File: config.mk
export PLATFORM = sky130hd
export DESIGN_NAME = ewma_transfer_rate_estimator_unit
export DESIGN_NICKNAME = d
export VERILOG_FILES = /design/src/etre_pkg.sv /design/src/etre_divider.sv /design/src/ewma_transfer_rate_estimator_unit.sv
export SDC_FILE = /design/constraint.sdc
export NUM_CORES = 2
export LEC_CHECK = 0
export BUFFER_PORTS_ARGS = -buffer_cell sky130_fd_sc_hd__buf_2
export CAP_MARGIN = 40
export CORE_ASPECT_RATIO = 1.2
export CORE_UTILIZATION = 25
export DETAILED_ROUTE_END_ITERATION = 8
export SETUP_SLACK_MARGIN = 0.15
export SLEW_MARGIN = 25
export SYNTH_ARGS = -nofsm -noshare
export SYNTH_HDL_FRONTEND = slang
export SYNTH_SLANG_ARGS = --single-unit
File: constraint.sdc
create_clock -name clock -period 9.4 [get_ports clock]
set_input_delay 1.88 -clock clock [delete_from_list [all_inputs] [get_ports clock]]
set_output_delay 1.88 -clock clock [all_outputs]
set_load 0.01 [all_outputs]
File: src/etre_pkg.sv
// shared types and constants of the transfer rate estimator
`default_nettype none

package etre_pkg;

   // field widths
   localparam int TS_W       = 48;   // timestamps and byte counts
   localparam int RATE_W     = 56;   // smoothed rate
   localparam int ALPHA_W    = 17;   // smoothing weight, Q1.16
   localparam int ALPHA_FRAC = 16;
   localparam int MS_SCALE_W = 10;   // bits added by the ms to s scaling

   localparam logic [ALPHA_W-1:0] ALPHA_ONE   = 17'd65536;
   localparam logic [ALPHA_W-1:0] ALPHA_MIN   = 17'd655;
   localparam logic [ALPHA_W-1:0] ALPHA_RESET = 17'd13107;
   localparam logic [ALPHA_W-1:0] ALPHA_HALF  = 17'd32768;

   localparam logic [TS_W-1:0]   TS_MAX   = {TS_W{1'b1}};
   localparam logic [RATE_W-1:0] RATE_MAX = {RATE_W{1'b1}};

   typedef struct packed {
      logic done;
      logic rem_nonzero;
   } div_status_type;

endpackage

`default_nettype wire

File: src/etre_divider.sv
// iterative restoring divider, one quotient bit per cycle
`default_nettype none

module etre_divider
   import etre_pkg::*;
#(
   parameter int NUM_W = 66,
   parameter int DEN_W = 56
) (
   input  wire logic             clock,
   input  wire logic             reset,
   input  wire logic             start,
   input  wire logic [NUM_W-1:0] numer,
   input  wire logic [DEN_W-1:0] denom,
   output logic      [NUM_W-1:0] quotient,
   output div_status_type        status
);

   localparam int CNT_W = $clog2(NUM_W + 1);

   logic [DEN_W-1:0] rem_ff, rem_in;
   logic [NUM_W-1:0] quo_ff, quo_in;
   logic [DEN_W-1:0] den_ff, den_in;
   logic [CNT_W-1:0] cnt_ff, cnt_in;
   logic             busy_ff, busy_in;
   logic             done_ff, done_in;

   logic [DEN_W:0]   trial;
   logic [DEN_W+1:0] diff;

   always_comb begin
      trial = {rem_ff, quo_ff[NUM_W-1]};
      diff  = {1'b0, trial} - {2'b00, den_ff};

      rem_in  = rem_ff;
      quo_in  = quo_ff;
      den_in  = den_ff;
      cnt_in  = cnt_ff;
      busy_in = busy_ff;
      done_in = 1'b0;

      if (start) begin
         rem_in  = '0;
         quo_in  = numer;
         den_in  = denom;
         cnt_in  = CNT_W'(NUM_W);
         busy_in = 1'b1;
      end else if (busy_ff) begin
         // borrow means the trial remainder is below the divisor
         if (diff[DEN_W+1]) begin
            rem_in = trial[DEN_W-1:0];
            quo_in = {quo_ff[NUM_W-2:0], 1'b0};
         end else begin
            rem_in = diff[DEN_W-1:0];
            quo_in = {quo_ff[NUM_W-2:0], 1'b1};
         end
         cnt_in = cnt_ff - CNT_W'(1);
         if (cnt_ff == CNT_W'(1)) begin
            busy_in = 1'b0;
            done_in = 1'b1;
         end
      end
   end

   always_ff @(posedge clock) begin
      if (reset) begin
         cnt_ff  <= '0;
         busy_ff <= 1'b0;
         done_ff <= 1'b0;
      end else begin
         cnt_ff  <= cnt_in;
         busy_ff <= busy_in;
         done_ff <= done_in;
      end
      rem_ff <= rem_in;
      quo_ff <= quo_in;
      den_ff <= den_in;
   end

   assign quotient           = quo_ff;
   assign status.done        = done_ff;
   assign status.rem_nonzero = (rem_ff != '0);

endmodule

`default_nettype wire

File: src/ewma_transfer_rate_estimator_unit.sv
// ewma transfer rate estimator: one progress sample in, one rate report out
// a first sample is only recorded; a stale sample skips the rate division; a sample that
//   yields a new rate divides for the rate, may blend it and may divide for the remaining time
// one transaction at a time, set by the shared bit-serial divider that handles both the
//   rate and the remaining time, and by the shift-add blend
// reset: synchronous, clears the sample history and rate, alpha returns to 0.2
`default_nettype none

module ewma_transfer_rate_estimator_unit
   import etre_pkg::*;
#(
   parameter int FRAC_BITS = 8
) (
   input  wire logic               clock,
   input  wire logic               reset,
   input  wire logic               req_valid,
   output logic                    req_ready,
   input  wire logic [TS_W-1:0]    req_now_ms,
   input  wire logic [TS_W-1:0]    req_confirmed_bytes,
   input  wire logic [TS_W-1:0]    req_total_bytes,
   output logic                    rsp_valid,
   input  wire logic               rsp_ready,
   output logic                    rsp_rate_valid,
   output logic      [RATE_W-1:0]  rsp_rate_q8,
   output logic                    rsp_remaining_valid,
   output logic      [TS_W-1:0]    rsp_remaining_seconds,
   input  wire logic               csr_we,
   input  wire logic [ALPHA_W-1:0] csr_wdata
);

   localparam int NUM_W     = TS_W + MS_SCALE_W + FRAC_BITS;
   localparam int ACC_W     = RATE_W + ALPHA_FRAC;
   localparam int MUL_CNT_W = $clog2(ALPHA_W + 1);

   typedef enum logic [3:0] {
      S_IDLE,
      S_CHECK,
      S_RATE_START,
      S_RATE_WAIT,
      S_MUL,
      S_EMIT,
      S_REM_WAIT,
      S_OUT
   } state_type;

   state_type state_ff, state_in;

   logic [ALPHA_W-1:0] alpha_ff, alpha_in;
   logic               seen_first_ff, seen_first_in;
   logic               have_rate_ff, have_rate_in;
   logic [TS_W-1:0]    prev_ms_ff, prev_ms_in;
   logic [TS_W-1:0]    prev_bytes_ff, prev_bytes_in;
   logic [RATE_W-1:0]  smoothed_ff, smoothed_in;

   logic [TS_W-1:0]    in_ms_ff, in_ms_in;
   logic [TS_W-1:0]    in_conf_ff, in_conf_in;
   logic [TS_W-1:0]    in_total_ff, in_total_in;
   logic [TS_W-1:0]    d_bytes_ff, d_bytes_in;
   logic [TS_W-1:0]    d_ms_ff, d_ms_in;

   logic [ACC_W-1:0]     acc_ff, acc_in;
   logic [ACC_W-1:0]     inst_sh_ff, inst_sh_in;
   logic [ACC_W-1:0]     sm_sh_ff, sm_sh_in;
   logic [ALPHA_W-1:0]   alpha_sh_ff, alpha_sh_in;
   logic [ALPHA_W-1:0]   beta_sh_ff, beta_sh_in;
   logic [MUL_CNT_W-1:0] mul_cnt_ff, mul_cnt_in;

   logic               res_rate_valid_ff, res_rate_valid_in;
   logic [RATE_W-1:0]  res_rate_ff, res_rate_in;
   logic               res_rem_valid_ff, res_rem_valid_in;
   logic [TS_W-1:0]    res_rem_secs_ff, res_rem_secs_in;

   logic               rsp_valid_ff, rsp_valid_in;
   logic               rsp_rate_valid_ff, rsp_rate_valid_in;
   logic [RATE_W-1:0]  rsp_rate_q8_ff, rsp_rate_q8_in;
   logic               rsp_rem_valid_ff, rsp_rem_valid_in;
   logic [TS_W-1:0]    rsp_rem_secs_ff, rsp_rem_secs_in;

   logic               div_start;
   logic [NUM_W-1:0]   div_numer;
   logic [RATE_W-1:0]  div_denom;
   logic [NUM_W-1:0]   div_quotient;
   div_status_type     div_status;

   logic [NUM_W-1:0]   bytes_ext;
   logic [NUM_W-1:0]   rate_numer;
   logic [NUM_W-1:0]   rem_numer;
   logic [RATE_W-1:0]  inst_sat;
   logic [TS_W-1:0]    rem_sat;
   logic [ACC_W-1:0]   acc_next;
   logic               need_rem;

   etre_divider #(
      .NUM_W (NUM_W),
      .DEN_W (RATE_W)
   ) u_divider (
      .clock    (clock),
      .reset    (reset),
      .start    (div_start),
      .numer    (div_numer),
      .denom    (div_denom),
      .quotient (div_quotient),
      .status   (div_status)
   );

   always_comb begin
      // delta bytes times 1000 as 1024 - 16 - 8
      bytes_ext  = NUM_W'(d_bytes_ff);
      rate_numer = ((bytes_ext << 10) - (bytes_ext << 4) - (bytes_ext << 3)) << FRAC_BITS;
      rem_numer  = NUM_W'(in_total_ff - in_conf_ff) << FRAC_BITS;

      need_rem  = have_rate_ff && (smoothed_ff != '0) && (in_total_ff > in_conf_ff);
      div_start = (state_ff == S_RATE_START) || ((state_ff == S_EMIT) && need_rem);
      if (state_ff == S_RATE_START) begin
         div_numer = rate_numer;
         div_denom = RATE_W'(d_ms_ff);
      end else begin
         div_numer = rem_numer;
         div_denom = smoothed_ff;
      end

      inst_sat = (div_quotient >= NUM_W'(RATE_MAX)) ? RATE_MAX : div_quotient[RATE_W-1:0];
      // ceiling, saturated to the 48-bit maximum
      rem_sat  = (div_quotient >= NUM_W'(TS_MAX)) ? TS_MAX :
                 div_quotient[TS_W-1:0] + TS_W'(div_status.rem_nonzero);

      acc_next = acc_ff + (alpha_sh_ff[0] ? inst_sh_ff : '0) + (beta_sh_ff[0] ? sm_sh_ff : '0);
   end

   always_comb begin
      state_in          = state_ff;
      alpha_in          = alpha_ff;
      seen_first_in     = seen_first_ff;
      have_rate_in      = have_rate_ff;
      prev_ms_in        = prev_ms_ff;
      prev_bytes_in     = prev_bytes_ff;
      smoothed_in       = smoothed_ff;
      in_ms_in          = in_ms_ff;
      in_conf_in        = in_conf_ff;
      in_total_in       = in_total_ff;
      d_bytes_in        = d_bytes_ff;
      d_ms_in           = d_ms_ff;
      acc_in            = acc_ff;
      inst_sh_in        = inst_sh_ff;
      sm_sh_in          = sm_sh_ff;
      alpha_sh_in       = alpha_sh_ff;
      beta_sh_in        = beta_sh_ff;
      mul_cnt_in        = mul_cnt_ff;
      res_rate_valid_in = res_rate_valid_ff;
      res_rate_in       = res_rate_ff;
      res_rem_valid_in  = res_rem_valid_ff;
      res_rem_secs_in   = res_rem_secs_ff;
      rsp_valid_in      = rsp_valid_ff;
      rsp_rate_valid_in = rsp_rate_valid_ff;
      rsp_rate_q8_in    = rsp_rate_q8_ff;
      rsp_rem_valid_in  = rsp_rem_valid_ff;
      rsp_rem_secs_in   = rsp_rem_secs_ff;

      if (csr_we) begin
         if (csr_wdata < ALPHA_MIN) begin
            alpha_in = ALPHA_MIN;
         end else if (csr_wdata > ALPHA_ONE) begin
            alpha_in = ALPHA_ONE;
         end else begin
            alpha_in = csr_wdata;
         end
      end

      if (rsp_valid_ff && rsp_ready) begin
         rsp_valid_in = 1'b0;
      end

      case (state_ff)
         S_IDLE: begin
            if (req_valid) begin
               in_ms_in    = req_now_ms;
               in_conf_in  = req_confirmed_bytes;
               in_total_in = req_total_bytes;
               state_in    = S_CHECK;
            end
         end
         S_CHECK: begin
            if (!seen_first_ff) begin
               seen_first_in     = 1'b1;
               prev_ms_in        = in_ms_ff;
               prev_bytes_in     = in_conf_ff;
               res_rate_valid_in = 1'b0;
               res_rate_in       = '0;
               res_rem_valid_in  = 1'b0;
               res_rem_secs_in   = '0;
               state_in          = S_OUT;
            end else if ((in_ms_ff <= prev_ms_ff) || (in_conf_ff < prev_bytes_ff)) begin
               // stale sample: report without touching the history
               state_in = S_EMIT;
            end else begin
               d_bytes_in = in_conf_ff - prev_bytes_ff;
               d_ms_in    = in_ms_ff - prev_ms_ff;
               state_in   = S_RATE_START;
            end
         end
         S_RATE_START: begin
            state_in = S_RATE_WAIT;
         end
         S_RATE_WAIT: begin
            if (div_status.done) begin
               prev_ms_in    = in_ms_ff;
               prev_bytes_in = in_conf_ff;
               if (inst_sat == '0) begin
                  state_in = S_EMIT;
               end else if (have_rate_ff) begin
                  acc_in      = ACC_W'(ALPHA_HALF);
                  inst_sh_in  = ACC_W'(inst_sat);
                  sm_sh_in    = ACC_W'(smoothed_ff);
                  alpha_sh_in = alpha_ff;
                  beta_sh_in  = ALPHA_ONE - alpha_ff;
                  mul_cnt_in  = MUL_CNT_W'(ALPHA_W);
                  state_in    = S_MUL;
               end else begin
                  smoothed_in  = inst_sat;
                  have_rate_in = 1'b1;
                  state_in     = S_EMIT;
               end
            end
         end
         S_MUL: begin
            // alpha*inst + (1-alpha)*smoothed, one weight bit per cycle
            acc_in      = acc_next;
            inst_sh_in  = inst_sh_ff << 1;
            sm_sh_in    = sm_sh_ff << 1;
            alpha_sh_in = alpha_sh_ff >> 1;
            beta_sh_in  = beta_sh_ff >> 1;
            mul_cnt_in  = mul_cnt_ff - MUL_CNT_W'(1);
            if (mul_cnt_ff == MUL_CNT_W'(1)) begin
               smoothed_in = acc_next[ACC_W-1:ALPHA_FRAC];
               state_in    = S_EMIT;
            end
         end
         S_EMIT: begin
            res_rate_valid_in = have_rate_ff;
            res_rate_in       = have_rate_ff ? smoothed_ff : '0;
            res_rem_valid_in  = need_rem;
            res_rem_secs_in   = '0;
            state_in          = need_rem ? S_REM_WAIT : S_OUT;
         end
         S_REM_WAIT: begin
            if (div_status.done) begin
               res_rem_secs_in = rem_sat;
               state_in        = S_OUT;
            end
         end
         S_OUT: begin
            if (!rsp_valid_ff || rsp_ready) begin
               rsp_valid_in      = 1'b1;
               rsp_rate_valid_in = res_rate_valid_ff;
               rsp_rate_q8_in    = res_rate_ff;
               rsp_rem_valid_in  = res_rem_valid_ff;
               rsp_rem_secs_in   = res_rem_secs_ff;
               state_in          = S_IDLE;
            end
         end
         default: begin
            state_in = S_IDLE;
         end
      endcase
   end

   always_ff @(posedge clock) begin
      if (reset) begin
         state_ff      <= S_IDLE;
         alpha_ff      <= ALPHA_RESET;
         seen_first_ff <= 1'b0;
         have_rate_ff  <= 1'b0;
         rsp_valid_ff  <= 1'b0;
      end else begin
         state_ff      <= state_in;
         alpha_ff      <= alpha_in;
         seen_first_ff <= seen_first_in;
         have_rate_ff  <= have_rate_in;
         rsp_valid_ff  <= rsp_valid_in;
      end
      prev_ms_ff        <= prev_ms_in;
      prev_bytes_ff     <= prev_bytes_in;
      smoothed_ff       <= smoothed_in;
      in_ms_ff          <= in_ms_in;
      in_conf_ff        <= in_conf_in;
      in_total_ff       <= in_total_in;
      d_bytes_ff        <= d_bytes_in;
      d_ms_ff           <= d_ms_in;
      acc_ff            <= acc_in;
      inst_sh_ff        <= inst_sh_in;
      sm_sh_ff          <= sm_sh_in;
      alpha_sh_ff       <= alpha_sh_in;
      beta_sh_ff        <= beta_sh_in;
      mul_cnt_ff        <= mul_cnt_in;
      res_rate_valid_ff <= res_rate_valid_in;
      res_rate_ff       <= res_rate_in;
      res_rem_valid_ff  <= res_rem_valid_in;
      res_rem_secs_ff   <= res_rem_secs_in;
      rsp_rate_valid_ff <= rsp_rate_valid_in;
      rsp_rate_q8_ff    <= rsp_rate_q8_in;
      rsp_rem_valid_ff  <= rsp_rem_valid_in;
      rsp_rem_secs_ff   <= rsp_rem_secs_in;
   end

   assign req_ready             = (state_ff == S_IDLE);
   assign rsp_valid             = rsp_valid_ff;
   assign rsp_rate_valid        = rsp_rate_valid_ff;
   assign rsp_rate_q8           = rsp_rate_q8_ff;
   assign rsp_remaining_valid   = rsp_rem_valid_ff;
   assign rsp_remaining_seconds = rsp_rem_secs_ff;

   // alpha stays clamped to its legal range
   a_alpha_range: assert property (@(posedge clock) disable iff (reset)
      (alpha_ff >= ALPHA_MIN) && (alpha_ff <= ALPHA_ONE))
      else $error("alpha out of range");

   // a rate never exists before the first sample was recorded
   a_rate_after_first: assert property (@(posedge clock) disable iff (reset)
      have_rate_ff |-> seen_first_ff)
      else $error("rate without first sample");

   // one transaction at a time
   a_one_at_a_time: assert property (@(posedge clock) disable iff (reset)
      (req_valid && req_ready) |=> !req_ready)
      else $error("second transaction accepted while busy");

   // a remaining time is only reported with a nonzero rate
   a_remaining_needs_rate: assert property (@(posedge clock) disable iff (reset)
      (rsp_valid && rsp_remaining_valid) |-> (rsp_rate_valid && (rsp_rate_q8 != '0)))
      else $error("remaining time without rate");

endmodule

`default_nettype wire
==> results.json <==
{
  "status": "finished, final reports clean",
  "maxSlewHeadroom_pct": 40.17,
  "path_clk_slew_ns": 0.06,
  "rsz0062_at_grt": "no",
  "cp_top_family": "compound AO/OA/AOI/OAI gates",
  "fill_cells": 25280,
  "grt_first_pass_wirelength_mm": 278.0,
  "asyncSetResetFlopFracSynth_pct": 0,
  "grt_pass1_vias": 44710,
  "grt_usage_pct": 14.49,
  "grt_max_degree": 175,
  "crit_buf_inv": 2,
  "nNetsFinal": 6701,
  "core_um2": 245300,
  "tightest_slew_ns": 0.8975,
  "crit_type": "flop to flop",
  "holdBufCountCts": 0,
  "vias_per_cell": 4.808,
  "antenna_found_initial": 13,
  "yosysSeqAreaShare_pct": 50.61,
  "cts_tree": "built",
  "crit_arrival_ns": 5.98,
  "avgSynthCellArea_um2": 10.49,
  "cts-resized-gates": 0,
  "vias": 45210,
  "wirelength_mm": 186.1,
  "worst_setup_path_end_kind": "flop",
  "slew_violations": 0,
  "max-clock-path-buffers": 3,
  "period_share_pct": 58.50,
  "worstPathCellList": "buf_4 > nand2_1 > fa_1 > inv_1 > ha_1 > fa_1 > a21o_1 > a21oi_1 > o21ai_0 > a21oi_1 > nor3_1 > o311ai_0 > o41ai_1 > a221oi_1 > o31ai_1 > a21oi_1 > xor2_1 > a21oi_1",
  "drc": 0,
  "setup_violations": 0,
  "seq_area_um2": 31220,
  "ys_types": 86,
  "required_ns": 9.88,
  "first_pass_iters": 6,
  "synthTopCellsByCount": "981 x edfxtp_1, 652 x nand2_1, 510 x a21oi_1, 485 x nor2_1, 340 x inv_1",
  "h-tree-depth": 3,
  "multi_input_comb_area_um2": 28310,
  "die_area_um2": 248800,
  "clock_skew_ns": 0.04891,
  "clock_sinks": 1069,
  "cp_common_cell": "a21oi_1",
  "synth_warnings": 0,
  "ant_nets": 0,
  "cp-start-kind": "flop",
  "drive_gt1_share_pct": 9.425,
  "drt_iter0_drc": 3724,
  "ioPinCount": 274,
  "routabilityCongestion": 0.9465,
  "die_w_um": 455.5,
  "wl_per_cell_um": 19.79,
  "place_hpwl_mm": 142.2,
  "ys_ff_latch": 1069,
  "cts_buffers": 119,
  "dieHeight_um": 546.2,
  "cp_max_fo": 38,
  "syn_area_um2": 61690,
  "synthCells": 5882,
  "synth_edf_count": 981,
  "cap_violations": 0,
  "hold_violations": 0,
  "cp_slowest_stage_delay_ns": 0.65,
  "cp_slowest_cell": "o311ai_0",
  "start_util_pct": 25.15,
  "ys_top_cells_by_area": "edfxtp_1 48%, ha_1 6.9%, a21oi_1 4.1%",
  "post-place-cells": 9170,
  "stdcell_count": 9403,
  "synth_nets": 6503,
  "power_density_nw_per_um2": 338.2,
  "yosysTopAreaCell": "edfxtp_1",
  "setup_tns_ns": 0,
  "period_needed_ns": 5.499,
  "globalRouteOverflowTotal": 0,
  "max_freq_mhz": 181.9,
  "synthMostInstantiatedCell": "edfxtp_1",
  "synth_top_area_share_pct": 47.75,
  "insertion_delay_ns": 0.80,
  "total_leakage_power_nw": 27.55,
  "root_buffer": "clkbuf_16",
  "rows": 199,
  "syn2layout_area_growth_pct": 15.15,
  "final_util_pct": 28.97,
  "synth-main-ff-cell": "edfxtp_1",
  "cts_setup_buffers": 0,
  "numPortBuffers": 273,
  "hold_path.class": "flop to flop",
  "ir_drop_v": 0.0001929
}
-- cells by family after synthesis --
kind of cell    share of synthesized area, %
xor+xnor                               5.168
flops                                  50.61
compound gates                         14.52
fa+ha+maj                              10.65
buf+inv                                3.705
mux                                   0.6348
simple gates                           14.71
-- worst reg2reg max path: stages, from the launching register on --
cell and delay, ns:
edfxtp_1 0.35, buf_4 0.32, nand2_1 0.15, fa_1 0.51, inv_1 0.05, ha_1 0.23, fa_1 0.42, a21o_1 0.18
a21oi_1 0.24, o21ai_0 0.24, a21oi_1 0.26, nor3_1 0.09, o311ai_0 0.65, o41ai_1 0.24, a221oi_1 0.65, o31ai_1 0.14
a21oi_1 0.21, xor2_1 0.22, a21oi_1 0.09
-- flip-flops by register name (all words and copies together), names as in the netlist, 5 cells and up --
signal and count:
acc_ff 72, alpha_ff 17, alpha_sh_ff 17, beta_sh_ff 17, d_bytes_ff 48, d_ms_ff 48, in_conf_ff 48, in_ms_ff 48
in_total_ff 48, inst_sh_ff 72, mul_cnt_ff 5, prev_bytes_ff 48, prev_ms_ff 48, res_rate_ff 56, res_rem_secs_ff 48, rsp_rate_q8 56
rsp_remaining_seconds 48, sm_sh_ff 72, smoothed_ff 56, u_divider.cnt_ff 7, u_divider.den_ff 56, u_divider.quotient 66, u_divider.rem_ff 56
-- metrics by stage --
step                      setup slack, ns  power [mW]  instance area (um^2)  hold slack [ns]
after floorplan                     1.260       15.87                 61690           0.4003
after global placement              3.904       18.89                 66590           0.4027
after detailed placement            3.951       19.04                 66780           0.4045
after CTS                           3.901       24.08                 70910           0.4017
after global routing                3.549       25.58                 71040           0.3989
final                               3.901       24.03                 71040           0.3902
-- final cells by class --
class | count | area share [%]
sequential | 1069 | 43.95
timing repair buffer | 334 | 2.918
tap | 3216 | 5.664
multi-input combinational | 4214 | 39.85
clock inverter | 78 | 1.286
clock buffer | 149 | 4.523
antenna | 1 | 0.003522
inverter | 342 | 1.807
-- layout by cell type, fill, tap and decap left out, types with 67 or more instances in the layout --
master,n
a21o_1,218
a21oi_1,509
and2_1,222
and3_1,98
buf_2,274
clkbuf_16,121
dfxtp_1,87
edfxtp_1,981
fa_1,117
ha_1,338
inv_1,340
nand2_1,650
nand3_1,87
nand4_1,80
nor2_1,483
nor3_1,67
nor4_1,68
o21ai_0,288
xnor2_1,198
xor2_1,166
-- path summary, 6_finish.rpt --
kind / from / end / slack (ns) / cells past startpoint
min: res_rate_ff[44]$_SDFFCE_PN0P_ / rsp_rate_q8[44]$_DFFE_PP_ / 0.39 / 0
min reg2reg: res_rate_ff[44]$_SDFFCE_PN0P_ / rsp_rate_q8[44]$_DFFE_PP_ / 0.39 / 0
max: beta_sh_ff[0]$_DFFE_PP_ / smoothed_ff[27]$_DFFE_PP_ / 3.90 / 18
max reg2reg: beta_sh_ff[0]$_DFFE_PP_ / smoothed_ff[27]$_DFFE_PP_ / 3.90 / 18
-- layer usage --
layer	track usage (%)	wire length, um	vias up
li1	-	-	21550
met1	18.66	79940	22020
met2	24.86	89990	1371
met3	1.913	10280	265
met4	4.824	5883	2
met5	0	8	-
-- where the power goes --
group | switching (mW) | internal [mW]
clock | 2.11 | 2.81
sequential | 0.795 | 7.04
combinational | 7.16 | 4.11
total | 10.1 | 14.0
(Power assumes the default switching activity.)
